File: config.mk
export PLATFORM = sky130hd
export DESIGN_NAME = i2c_master_line_sequencer_unit
export DESIGN_NICKNAME = d
export VERILOG_FILES = /design/src/sv/i2cmls_pkg.sv /design/src/sv/i2c_master_line_sequencer_unit.sv
export SDC_FILE = /design/constraint.sdc
export NUM_CORES = 1
export LEC_CHECK = 0
export BUFFER_PORTS_ARGS = -buffer_cell sky130_fd_sc_hd__buf_2
export CAP_MARGIN = 5
export CORE_AREA = 2 2 89 112
export CTS_CLUSTER_SIZE = 20
export DETAILED_ROUTE_END_ITERATION = 8
export DIE_AREA = 0 0 91 114
export PLACE_DENSITY = 0.48
export SETUP_SLACK_MARGIN = 0.05
export SKIP_LAST_GASP = 1
export SYNTH_ARGS = -nofsm -noshare
export SYNTH_HDL_FRONTEND = slang
export SYNTH_SLANG_ARGS = --single-unit
File: constraint.sdc
create_clock -name clk -period 3.1 [get_ports clk]
set_input_delay 0.465 -clock clk [delete_from_list [all_inputs] [get_ports clk]]
set_output_delay 0.465 -clock clk [all_outputs]
set_load 0.01 [all_outputs]
File: src/sv/i2cmls_pkg.sv
// package for the i2c master line sequencer: command codes, widths and
// constants shared by the sequencer rtl
// no dependencies
`default_nettype none

package i2cmls_pkg;

    localparam int unsigned BITS_PER_BYTE = 8;
    localparam int unsigned BIT_IDX_W     = $clog2(BITS_PER_BYTE);
    localparam logic [BIT_IDX_W-1:0] LAST_BIT = BIT_IDX_W'(BITS_PER_BYTE - 1);

    localparam int unsigned FUNC_W   = 3;
    localparam int unsigned PHASE_W  = 2;
    localparam int unsigned S_USER_W = 1 + FUNC_W;
    localparam int unsigned S_DATA_W = 16;
    localparam int unsigned M_DATA_W = 16;

    typedef enum logic [FUNC_W-1:0] {
        OP_START     = 3'd0,
        OP_STOP      = 3'd1,
        OP_SEND_BYTE = 3'd2,
        OP_RECV_BYTE = 3'd3,
        OP_SEND_ACK  = 3'd4,
        OP_RECV_ACK  = 3'd5
    } op_t;

    localparam logic [PHASE_W-1:0] PH_0 = 2'd0;
    localparam logic [PHASE_W-1:0] PH_1 = 2'd1;
    localparam logic [PHASE_W-1:0] PH_2 = 2'd2;

endpackage

`default_nettype wire

File: src/sv/i2c_master_line_sequencer_unit.sv
// i2c master line sequencer: one scl/sda line change per input transaction
// depends on i2cmls_pkg
`default_nettype none

//  channel  | direction | tdata (low bit up)                           | tuser
//  ---------+-----------+----------------------------------------------+---------------------
//  s_axis   | in        | tx_byte[7:0], ack_to_send, sda_in, zero pad | cmd_valid, func[2:0]
//  m_axis   | out       | scl_out, sda_out, busy_res, done_res,       | -
//           |           | rx_byte[7:0], rx_ack, zero pad               |
//
// one transaction per clock sustained while the output is not stalled; a
// transaction's result passes from the input register through the sequencer
// step into the output register. the sequencer state is updated in the same
// step, so each tick sees the state left by the one before. reset (rst_n low,
// async) releases both lines and leaves the sequencer idle. a stalled output
// holds its result; the input register still takes one transaction
// meanwhile.

module i2c_master_line_sequencer_unit
(
    input  wire logic                              clk,
    input  wire logic                              rst_n,
    input  wire logic                              s_tvalid,
    output logic                                   s_tready,
    // tx_byte[7:0], ack_to_send[8], sda_in[9], zeros above
    input  wire logic [i2cmls_pkg::S_DATA_W-1:0]   s_tdata,
    // cmd_valid[0], func[3:1]
    input  wire logic [i2cmls_pkg::S_USER_W-1:0]   s_tuser,
    output logic                                   m_tvalid,
    input  wire logic                              m_tready,
    // scl_out[0], sda_out[1], busy_res[2], done_res[3], rx_byte[11:4], rx_ack[12]
    output logic [i2cmls_pkg::M_DATA_W-1:0]        m_tdata
);
    import i2cmls_pkg::*;

    // input stage
    logic                   in_vld_reg;
    logic [S_USER_W-1:0]    in_user_reg;
    logic [9:0]             in_data_reg;

    // output stage
    logic                   out_vld_reg;
    logic [M_DATA_W-1:0]    out_data_reg;

    // sequencer state
    logic                   scl_reg,   scl_next;
    logic                   sda_reg,   sda_next;
    op_t                    op_reg,    op_next;
    logic                   busy_reg,  busy_next;
    logic [PHASE_W-1:0]     phase_reg, phase_next;
    logic [BIT_IDX_W-1:0]   bit_reg,   bit_next;
    logic [7:0]             shift_reg, shift_next;
    logic                   ack_reg,   ack_next;
    logic [7:0]             rx_reg,    rx_next;
    logic                   done_next;

    logic                   out_free;
    logic                   step_en;

    logic                   cmd_valid;
    logic [FUNC_W-1:0]      func;
    logic [7:0]             tx_byte;
    logic                   ack_to_send;
    logic                   sda_in;

    logic                   begin_cmd;
    logic [PHASE_W-1:0]     eff_phase;
    logic [BIT_IDX_W-1:0]   eff_bit;
    logic [BIT_IDX_W-1:0]   bit_pos;
    logic [7:0]             eff_shift;
    logic [7:0]             sampled;
    logic                   fin;
    logic                   adv;

    assign out_free = !out_vld_reg || m_tready;
    assign step_en  = in_vld_reg && out_free;
    assign s_tready = !in_vld_reg || step_en;
    assign m_tvalid = out_vld_reg;
    assign m_tdata  = out_data_reg;

    assign cmd_valid   = in_user_reg[0];
    assign func        = in_user_reg[S_USER_W-1:1];
    assign tx_byte     = in_data_reg[7:0];
    assign ack_to_send = in_data_reg[8];
    assign sda_in      = in_data_reg[9];

    assign begin_cmd = !busy_reg && cmd_valid && (func <= OP_RECV_ACK);
    assign eff_phase = begin_cmd ? PH_0 : phase_reg;
    assign eff_bit   = begin_cmd ? '0 : bit_reg;
    assign bit_pos   = LAST_BIT - eff_bit;   // msb first

    always_comb
    begin
        if (!begin_cmd)
        begin
            eff_shift = shift_reg;
        end
        else if (func == OP_SEND_BYTE)
        begin
            eff_shift = tx_byte;
        end
        else if (func == OP_SEND_ACK)
        begin
            eff_shift = {ack_to_send, 7'b0};
        end
        else
        begin
            eff_shift = '0;
        end
    end

    always_comb
    begin
        sampled          = eff_shift;
        sampled[bit_pos] = eff_shift[bit_pos] | sda_in;
    end

    always_comb
    begin
        op_next    = begin_cmd ? op_t'(func) : op_reg;
        busy_next  = begin_cmd || busy_reg;
        scl_next   = scl_reg;
        sda_next   = sda_reg;
        phase_next = eff_phase;
        bit_next   = eff_bit;
        shift_next = eff_shift;
        ack_next   = ack_reg;
        rx_next    = rx_reg;
        fin        = 1'b0;
        adv        = 1'b0;

        if (busy_next)
        begin
            unique case (op_next)
                OP_START:
                begin
                    priority if (eff_phase == PH_0)
                    begin
                        sda_next = 1'b1;
                        adv      = 1'b1;
                    end
                    else if (eff_phase == PH_1)
                    begin
                        scl_next = 1'b1;
                        adv      = 1'b1;
                    end
                    else if (eff_phase == PH_2)
                    begin
                        sda_next = 1'b0;
                        adv      = 1'b1;
                    end
                    else
                    begin
                        scl_next = 1'b0;
                        fin      = 1'b1;
                    end
                end
                OP_STOP:
                begin
                    priority if (eff_phase == PH_0)
                    begin
                        sda_next = 1'b0;
                        adv      = 1'b1;
                    end
                    else if (eff_phase == PH_1)
                    begin
                        scl_next = 1'b1;
                        adv      = 1'b1;
                    end
                    else
                    begin
                        sda_next = 1'b1;
                        fin      = 1'b1;
                    end
                end
                OP_SEND_BYTE, OP_SEND_ACK:
                begin
                    priority if (eff_phase == PH_0)
                    begin
                        sda_next = eff_shift[bit_pos];
                        adv      = 1'b1;
                    end
                    else if (eff_phase == PH_1)
                    begin
                        scl_next = 1'b1;
                        adv      = 1'b1;
                    end
                    else
                    begin
                        scl_next = 1'b0;
                        if (op_next == OP_SEND_ACK || eff_bit == LAST_BIT)
                        begin
                            fin = 1'b1;
                        end
                        else
                        begin
                            bit_next   = eff_bit + 1'b1;
                            phase_next = PH_0;
                        end
                    end
                end
                OP_RECV_BYTE:
                begin
                    priority if (eff_phase == PH_0)
                    begin
                        sda_next = 1'b1;
                        adv      = 1'b1;
                    end
                    else if (eff_phase == PH_1)
                    begin
                        scl_next = 1'b1;
                        adv      = 1'b1;
                    end
                    else
                    begin
                        // sample the bit and drop scl in the same tick
                        shift_next = sampled;
                        scl_next   = 1'b0;
                        if (eff_bit == LAST_BIT)
                        begin
                            rx_next = sampled;
                            fin     = 1'b1;
                        end
                        else
                        begin
                            bit_next   = eff_bit + 1'b1;
                            phase_next = PH_1;
                        end
                    end
                end
                OP_RECV_ACK:
                begin
                    priority if (eff_phase == PH_0)
                    begin
                        sda_next = 1'b1;
                        adv      = 1'b1;
                    end
                    else if (eff_phase == PH_1)
                    begin
                        scl_next = 1'b1;
                        adv      = 1'b1;
                    end
                    else
                    begin
                        ack_next = sda_in;
                        scl_next = 1'b0;
                        fin      = 1'b1;
                    end
                end
                default:
                begin
                    fin = 1'b1;
                end
            endcase

            if (adv)
            begin
                phase_next = eff_phase + 1'b1;
            end
            if (fin)
            begin
                busy_next  = 1'b0;
                phase_next = PH_0;
                bit_next   = '0;
            end
        end
    end

    assign done_next = fin;

    always_ff @(posedge clk or negedge rst_n)
    begin
        if (!rst_n)
        begin
            in_vld_reg  <= 1'b0;
            out_vld_reg <= 1'b0;
            scl_reg     <= 1'b1;
            sda_reg     <= 1'b1;
            op_reg      <= OP_START;
            busy_reg    <= 1'b0;
            phase_reg   <= PH_0;
            bit_reg     <= '0;
            shift_reg   <= '0;
            ack_reg     <= 1'b1;
            rx_reg      <= '0;
        end
        else
        begin
            if (s_tready)
            begin
                in_vld_reg <= s_tvalid;
            end
            if (out_free)
            begin
                out_vld_reg <= in_vld_reg;
            end
            if (step_en)
            begin
                scl_reg   <= scl_next;
                sda_reg   <= sda_next;
                op_reg    <= op_next;
                busy_reg  <= busy_next;
                phase_reg <= phase_next;
                bit_reg   <= bit_next;
                shift_reg <= shift_next;
                ack_reg   <= ack_next;
                rx_reg    <= rx_next;
            end
        end
    end

    always_ff @(posedge clk)
    begin
        if (s_tvalid && s_tready)
        begin
            in_user_reg <= s_tuser;
            in_data_reg <= s_tdata[9:0];
        end
        if (step_en)
        begin
            out_data_reg <= {3'b0, ack_next, rx_next, done_next, busy_next,
                             sda_next, scl_next};
        end
    end

    // a finished sequence never reports busy on the same tick
    assert property (@(posedge clk) disable iff (!rst_n)
        m_tvalid |-> !(m_tdata[3] && m_tdata[2]))
        else $error("done and busy reported together");

    // the bit counter only moves during a byte transfer
    assert property (@(posedge clk) disable iff (!rst_n)
        (bit_reg != '0) |-> (busy_reg && (op_reg == OP_SEND_BYTE || op_reg == OP_RECV_BYTE)))
        else $error("bit index set outside a byte transfer");

    // only a start sequence ever reaches its fourth phase
    assert property (@(posedge clk) disable iff (!rst_n)
        (phase_reg == 2'd3) |-> (busy_reg && op_reg == OP_START))
        else $error("fourth phase outside a start sequence");

    // state holds while the step is stalled
    assert property (@(posedge clk) disable iff (!rst_n)
        !step_en |=> ($stable(busy_reg) && $stable(phase_reg) && $stable(scl_reg)))
        else $error("sequencer state moved without a step");

endmodule

`default_nettype wire
# Word level (Yosys, flattened, before mapping)
# Cells that the tools add are included.
# totals
ff_bits	57
wordCells	133
# op_classes
n_addsub	3
n_eq_ne	10
bitwise_logic	1
n_reduce_logical	19
n_mux	82
magnitude_cmp	3
# op_table
op	n
8-bit 2-to-1 mux	12
1-bit 2-to-1 mux	41
3-bit 2-to-1 mux	10
2-bit 2-to-1 mux	10
3-bit equality test (second input constant)	4
3-bit by 2-bit equality test with 1-bit output (second input constant)	3
8-bit bitwise mux	1
1-bit one-hot mux with 4 select lines	2
3-bit one-hot mux with 2 select lines	1
2-bit OR reduction	3
1-bit logical AND	5
5-bit OR reduction	1
1-bit logical OR	4
3-bit by 4-bit < comparator with 1-bit output (second input constant)	1
2-bit one-hot mux with 2 select lines	1
4-bit OR reduction	1
3-bit by 1-bit adder with 3-bit output (second input constant)	1
1-bit binary-select mux with 3-bit select	1
1-bit demux with 3-bit select	1
3-bit by 1-bit equality test with 1-bit output (second input constant)	1
3-bit by 1-bit greater-or-equal comparator with 1-bit output (second input constant)	1
3-bit less-or-equal comparator (second input constant)	1
1-bit logical NOT	3
3-bit logical NOT	1
other kinds (8)	8

# Depth between registers and ports, before layout
# logic_depth
ltp_word	15
ltp_mapped	14
mapped_depth_nobuf	11

# Worst setup path before layout
# OpenSTA, ideal clock, no wires.
# synth_path
kind	flip-flop to flip-flop
from	register busy_reg
to	register out_data_reg[10] (netlist: m_tdata[10]), data pin
path_stages_with_launch	12
arrival_ps	2434
setup_slack_ps	406
path_cell_list	dfrtp_1 > buf_6 > nor2b_1 > nand2_1 > buf_2 > nand2_1 > inv_1 > ha_1 > a2111o_4 > nor2_8 > nand2_4 > mux2_2
# synth_between
elab_chain_len	15
elab_cells_between_ends	27
classes_between	1 x add/sub; 2 x order compare; 3 x eq/ne; 14 x mux; 1 x bitwise; 6 x reduce/logical
# synth_rtl
element	line_no	source
start: declaration	i2c_master_line_sequencer_unit.sv:49	logic busy_reg, busy_next;
start signal: assignment	i2c_master_line_sequencer_unit.sv:302	busy_reg <= busy_next;
1-bit logical NOT	i2c_master_line_sequencer_unit.sv:87	assign begin_cmd = !busy_reg && cmd_valid && (func <= OP_RECV_ACK);
1-bit logical AND (2 in series)	i2c_master_line_sequencer_unit.sv:87	
3-bit 2-to-1 mux	i2c_master_line_sequencer_unit.sv:89	assign eff_bit = begin_cmd ? '0 : bit_reg;
3-bit subtractor	i2c_master_line_sequencer_unit.sv:90	assign bit_pos = LAST_BIT - eff_bit;
3-bit by 4-bit < comparator with 1-bit output (not written as such) or 3-bit by 1-bit greater-or-equal comparator with 1-bit output (tied branches)	i2c_master_line_sequencer_unit.sv:115	sampled[bit_pos] = eff_shift[bit_pos] | sda_in;
1-bit logical AND (not written as such)	i2c_master_line_sequencer_unit.sv:115	
1-bit 2-to-1 mux (not written as such)	i2c_master_line_sequencer_unit.sv:115	
1-bit demux with 3-bit select	i2c_master_line_sequencer_unit.sv:115	
8-bit bitwise mux	i2c_master_line_sequencer_unit.sv:115	
8-bit 2-to-1 mux	i2c_master_line_sequencer_unit.sv:219	if (eff_bit == LAST_BIT)
8-bit 2-to-1 mux	i2c_master_line_sequencer_unit.sv:209	else if (eff_phase == PH_1)
8-bit 2-to-1 mux	i2c_master_line_sequencer_unit.sv:204	priority if (eff_phase == PH_0)
8-bit 2-to-1 mux	i2c_master_line_sequencer_unit.sv:134	unique case (op_next)
8-bit 2-to-1 mux (*)	i2c_master_line_sequencer_unit.sv:132	if (busy_next)
via rx_next[6]	i2c_master_line_sequencer_unit.sv:54	logic [7:0] rx_reg, rx_next;
end signal: assignment	i2c_master_line_sequencer_unit.sv:321	out_data_reg <= {3'b0, ack_next, rx_next, done_next, busy_next,
end: declaration	i2c_master_line_sequencer_unit.sv:43	logic [M_DATA_W-1:0] out_data_reg;
# Mark *: on every way through the listed nets, which the timed path passes. The rest lies on a longest branch. The select of a mux whose other input is x is not followed.
# A chain may end at the register's enable or synchronous reset.

# Worst setup path after layout
# layout_path
from	register in_user_reg[0]
to	register out_data_reg[5] (netlist: m_tdata[5]), data pin
# layout_between
elab_chain_len	14
elab_cells_between_ends	26
classes_between	1 x add/sub; 2 x order compare; 3 x eq/ne; 14 x mux; 1 x bitwise; 5 x reduce/logical
# layout_rtl
element	line_no	source
start: declaration	i2c_master_line_sequencer_unit.sv:38	logic [S_USER_W-1:0] in_user_reg;
start signal: assignment	i2c_master_line_sequencer_unit.sv:316	in_user_reg <= s_tuser;
1-bit logical AND (*) (2 in series)	i2c_master_line_sequencer_unit.sv:87	
3-bit 2-to-1 mux	i2c_master_line_sequencer_unit.sv:89	
3-bit subtractor	i2c_master_line_sequencer_unit.sv:90	
3-bit by 4-bit < comparator with 1-bit output (not written as such) or 3-bit by 1-bit greater-or-equal comparator with 1-bit output (tied branches)	i2c_master_line_sequencer_unit.sv:115	
1-bit logical AND (not written as such)	i2c_master_line_sequencer_unit.sv:115	
1-bit 2-to-1 mux (not written as such)	i2c_master_line_sequencer_unit.sv:115	
1-bit demux with 3-bit select	i2c_master_line_sequencer_unit.sv:115	
8-bit bitwise mux	i2c_master_line_sequencer_unit.sv:115	
8-bit 2-to-1 mux	i2c_master_line_sequencer_unit.sv:219	
8-bit 2-to-1 mux	i2c_master_line_sequencer_unit.sv:209	
8-bit 2-to-1 mux	i2c_master_line_sequencer_unit.sv:204	
8-bit 2-to-1 mux	i2c_master_line_sequencer_unit.sv:134	
8-bit 2-to-1 mux (*)	i2c_master_line_sequencer_unit.sv:132	
via rx_next[1]	i2c_master_line_sequencer_unit.sv:54	
# Marked as above.

==> metrics.json <==
{
  "netlist.area_leader.share": {"value": 0.253},
  "die_w": {"value": 91, "unit": "um"},
  "drt_iter0_drc": {"value": 135},
  "layout-drive-gt1-share": {"value": 0.281},
  "clkSinkCount": {"value": 57},
  "cts_hold_buf": {"value": 0},
  "slowest_delay": {"value": 0.52, "unit": "ns"},
  "critical-path-slowest-cell": {"value": "a2111o_4"},
  "ios": {"value": 42},
  "sw_frac": {"value": 0.348},
  "die_h": {"value": 114, "unit": "um"},
  "yosysTopAreaCell": {"value": "edfxtp_1"},
  "multiInputGateArea": {"value": 0.00154, "unit": "sq mm"},
  "portBuffers": {"value": 32},
  "worst_pin_slew": {"value": 0.781, "unit": "ns"},
  "clkSlewWorstSetupHoldPaths": {"value": 0.05, "unit": "ns"},
  "final_max_slew_violation_count": {"value": 0},
  "cellLeakagePower": {"value": 1.63, "unit": "nW"},
  "synth-edff-count": {"value": 27},
  "cts_buffers": {"value": 9},
  "final_cell_area": {"value": 0.00391, "unit": "sq mm"},
  "synthTopCellsByCount": {"value": "28 x nand2_1, 27 x dfrtp_1, 27 x edfxtp_1"},
  "run_status": {"value": "completed"},
  "synth-async-reset-ratio": {"value": 0.526},
  "detail-route-antenna-nets": {"value": 0},
  "report.final.setup_viol": {"value": 0},
  "antennaDiodeCount": {"value": 0},
  "routed_via_density": {"value": 5.29},
  "ys_top_cells_by_area": {"value": "edfxtp_1 25%, dfrtp_1 21%, mux2_2 5.3%"},
  "post_cts_resize_count": {"value": 0},
  "global_route_wire_length_before_repair": {"value": 12800, "unit": "um"},
  "setup_tns": {"value": 0, "unit": "ns"},
  "dieArea": {"value": 0.0104, "unit": "sq mm"},
  "worst_ep_arrival": {"value": 2.80, "unit": "ns"},
  "drtPass1Iterations": {"value": 7},
  "syn_inst": {"value": 299},
  "maximum_clock_path_buffer_count": {"value": 2},
  "cap_violations": {"value": 0},
  "synthToLayoutAreaGrowth": {"value": 22.0, "unit": "%"},
  "grt.total_usage": {"value": 0.161},
  "nNetsFinal": {"value": 375},
  "timing.setup.critical_path_class": {"value": "reg -> reg"},
  "placement.cell_area": {"value": 0.00356, "unit": "sq mm"},
  "timing.slew.headroom": {"value": 0.480},
  "fmax": {"value": 0.367, "unit": "GHz"},
  "hold_viol_final": {"value": 0},
  "post-cts-setup-buffers": {"value": 0},
  "required": {"value": 3.18, "unit": "ns"},
  "yosys.cell_count.top_type": {"value": "nand2_1"},
  "power.share.sequential": {"value": 0.313},
  "wire_per_inst": {"value": 16.6, "unit": "um"},
  "period_needed": {"value": 2.72, "unit": "ns"},
  "netlist_area": {"value": 0.00320, "unit": "sq mm"},
  "pre_cts_slack": {"value": 0.376, "unit": "ns"},
  "clock_power_share": {"value": 0.318},
  "first_global_vias": {"value": 2475},
  "hold_path.class": {"value": "in -> async"},
  "global_placement_routability_congestion": {"value": 0.823},
  "power_switching": {"value": 0.00124, "unit": "W"},
  "synth.distinct_cells": {"value": 62},
  "dp_hpwl": {"value": 5590, "unit": "um"},
  "ff_latch_area": {"value": 0.00157, "unit": "sq mm"},
  "worst_slack": {"value": 0.377, "unit": "ns"},
  "initial_core_util": {"value": 0.341},
  "power_frac_comb": {"value": 0.368},
  "via_count": {"value": 2513},
  "h-tree-depth": {"value": 3},
  "tritoncts": {"value": "built"},
  "cp-start-kind": {"value": "flip-flop"},
  "synth-warning-count": {"value": 0},
  "crit_chain": {"value": "nor2b_1 -> nand2_1 -> and2_1 -> inv_1 -> ha_1 -> a2111o_4 -> nor2_8 -> nand2_4 -> mux2_2"},
  "largest_register_ff_count": {"value": 13},
  "power.ir.vdd_worst": {"value": 0.343, "unit": "mV"},
  "core": {"value": 0.00941, "unit": "sq mm"},
  "antenna_violations_before_repair": {"value": 0},
  "rows": {"value": 40},
  "critical_path.max_fanout": {"value": 10},
  "final.period_utilization": {"value": 0.878},
  "synth_seq_area_share": {"value": 0.488},
  "grt_overflow_total": {"value": 0},
  "critPathBufInv": {"value": 1},
  "yosys_most_used_dff": {"value": "edfxtp_1"},
  "cp-end-kind": {"value": "flip-flop"},
  "critical-path-top-delay-family": {"value": "simple AND/OR/NAND/NOR gates"},
  "route.final.wire_length": {"value": 7880, "unit": "um"},
  "p_int": {"value": 0.00233, "unit": "W"},
  "setup_repair_after_global_routing_missed_its_margin": {"value": "false"},
  "fillCellCount": {"value": 962},
  "postSynthRegisterBits": {"value": 57},
  "clock_network_latency_to_the_later_pin_of_the_worst_skew_pair": {"value": 0.33, "unit": "ns"},
  "p_per_area": {"value": 914, "unit": "mW/mm^2"},
  "postSynthAreaPerCell": {"value": 10.7, "unit": "sq um"},
  "drcViolationCount": {"value": 0},
  "grt_max_degree": {"value": 33},
  "final_util": {"value": 0.415},
  "clock_tree.root_cell": {"value": "clkbuf_16"},
  "clock-skew-final": {"value": 0.00492, "unit": "ns"}
}
==> layout by cell type, fill, tap and decap left out, types with 7 or more instances in the layout <==
cell type and instances:
a22oi_1 7, nand2_1 28, mux2_2 15, a21oi_1 22
nand2b_1 9, nor2_1 20, o21ai_0 16, buf_4 16
inv_1 7, dfrtp_1 27, edfxtp_1 27, clkbuf_16 9
buf_2 32, ha_1 7
==> final timing paths <==
kind | from | end | slack (ns) | cells after the start
min in group clk | s_tdata[4] | in_data_reg[4]$_DFFE_PP_ | 0.31 | 1
min reg2reg | ack_reg$_DFFE_PN1P_ | ack_reg$_DFFE_PN1P_ | 0.45 | 2
min | rst_n | op_reg[1]$_DFFE_PN0P_ | 0.22 | 1
max | in_user_reg[0]$_DFFE_PP_ | m_tdata[5]$_DFFE_PP_ | 0.38 | 9
max in group asynchronous | rst_n | phase_reg[1]$_DFFE_PN0P_ | 2.38 | 1
max reg2reg | in_user_reg[0]$_DFFE_PP_ | m_tdata[5]$_DFFE_PP_ | 0.38 | 9
==> layout make-up <==
class / count / share of cell area
clock inverters: 6 / 0.0269
multi-input cells: 221 / 0.393
well taps: 126 / 0.0403
repair buffers: 48 / 0.0717
inverters: 7 / 0.00672
flip-flops and latches: 57 / 0.400
clock buffers: 10 / 0.0611
==> stage by stage <==
step | instances | total power, W | hold slack [ns]
final | 475 | 0.00357 | 0.217
after global routing | 475 | 0.00380 | 0.278
after floorplan | 301 | 0.00202 | 0.169
after detailed placement | 459 | 0.00244 | 0.449
after CTS | 475 | 0.00360 | 0.235
after global placement | 459 | 0.00244 | 0.446
==> cells by family after synthesis <==
group,after synthesis,share of synthesized area
DFF,57,0.488
muxes,22,0.0839
other,1,0.00117
adders and majority gates,7,0.0273
AOI/OAI and AO/OA,94,0.204
and+or+nand+nor,94,0.158
xor gates and xnor gates,1,0.00273
buffers and inverters,23,0.0348
==> power by group through the flow <==
stage	sequential (W)	clock [W]	combinational (W)
2_1_floorplan	0.00109	0	0.000932
4_1_cts	0.00112	0.00117	0.00132
6_report	0.00112	0.00114	0.00132
3_3_place_gp	0.00113	0	0.00131
3_5_place_dp	0.00113	0	0.00131
5_1_grt	0.00114	0.00120	0.00146
==> layer usage <==
metal,up-vias,track usage,share of wire
li1,1219,-,-
met1,1216,0.183,0.42
met2,60,0.283,0.51
met3,18,0.0390,0.035
met4,0,0.0768,0.028
met5,-,0,0
(Power assumes the default switching activity.)
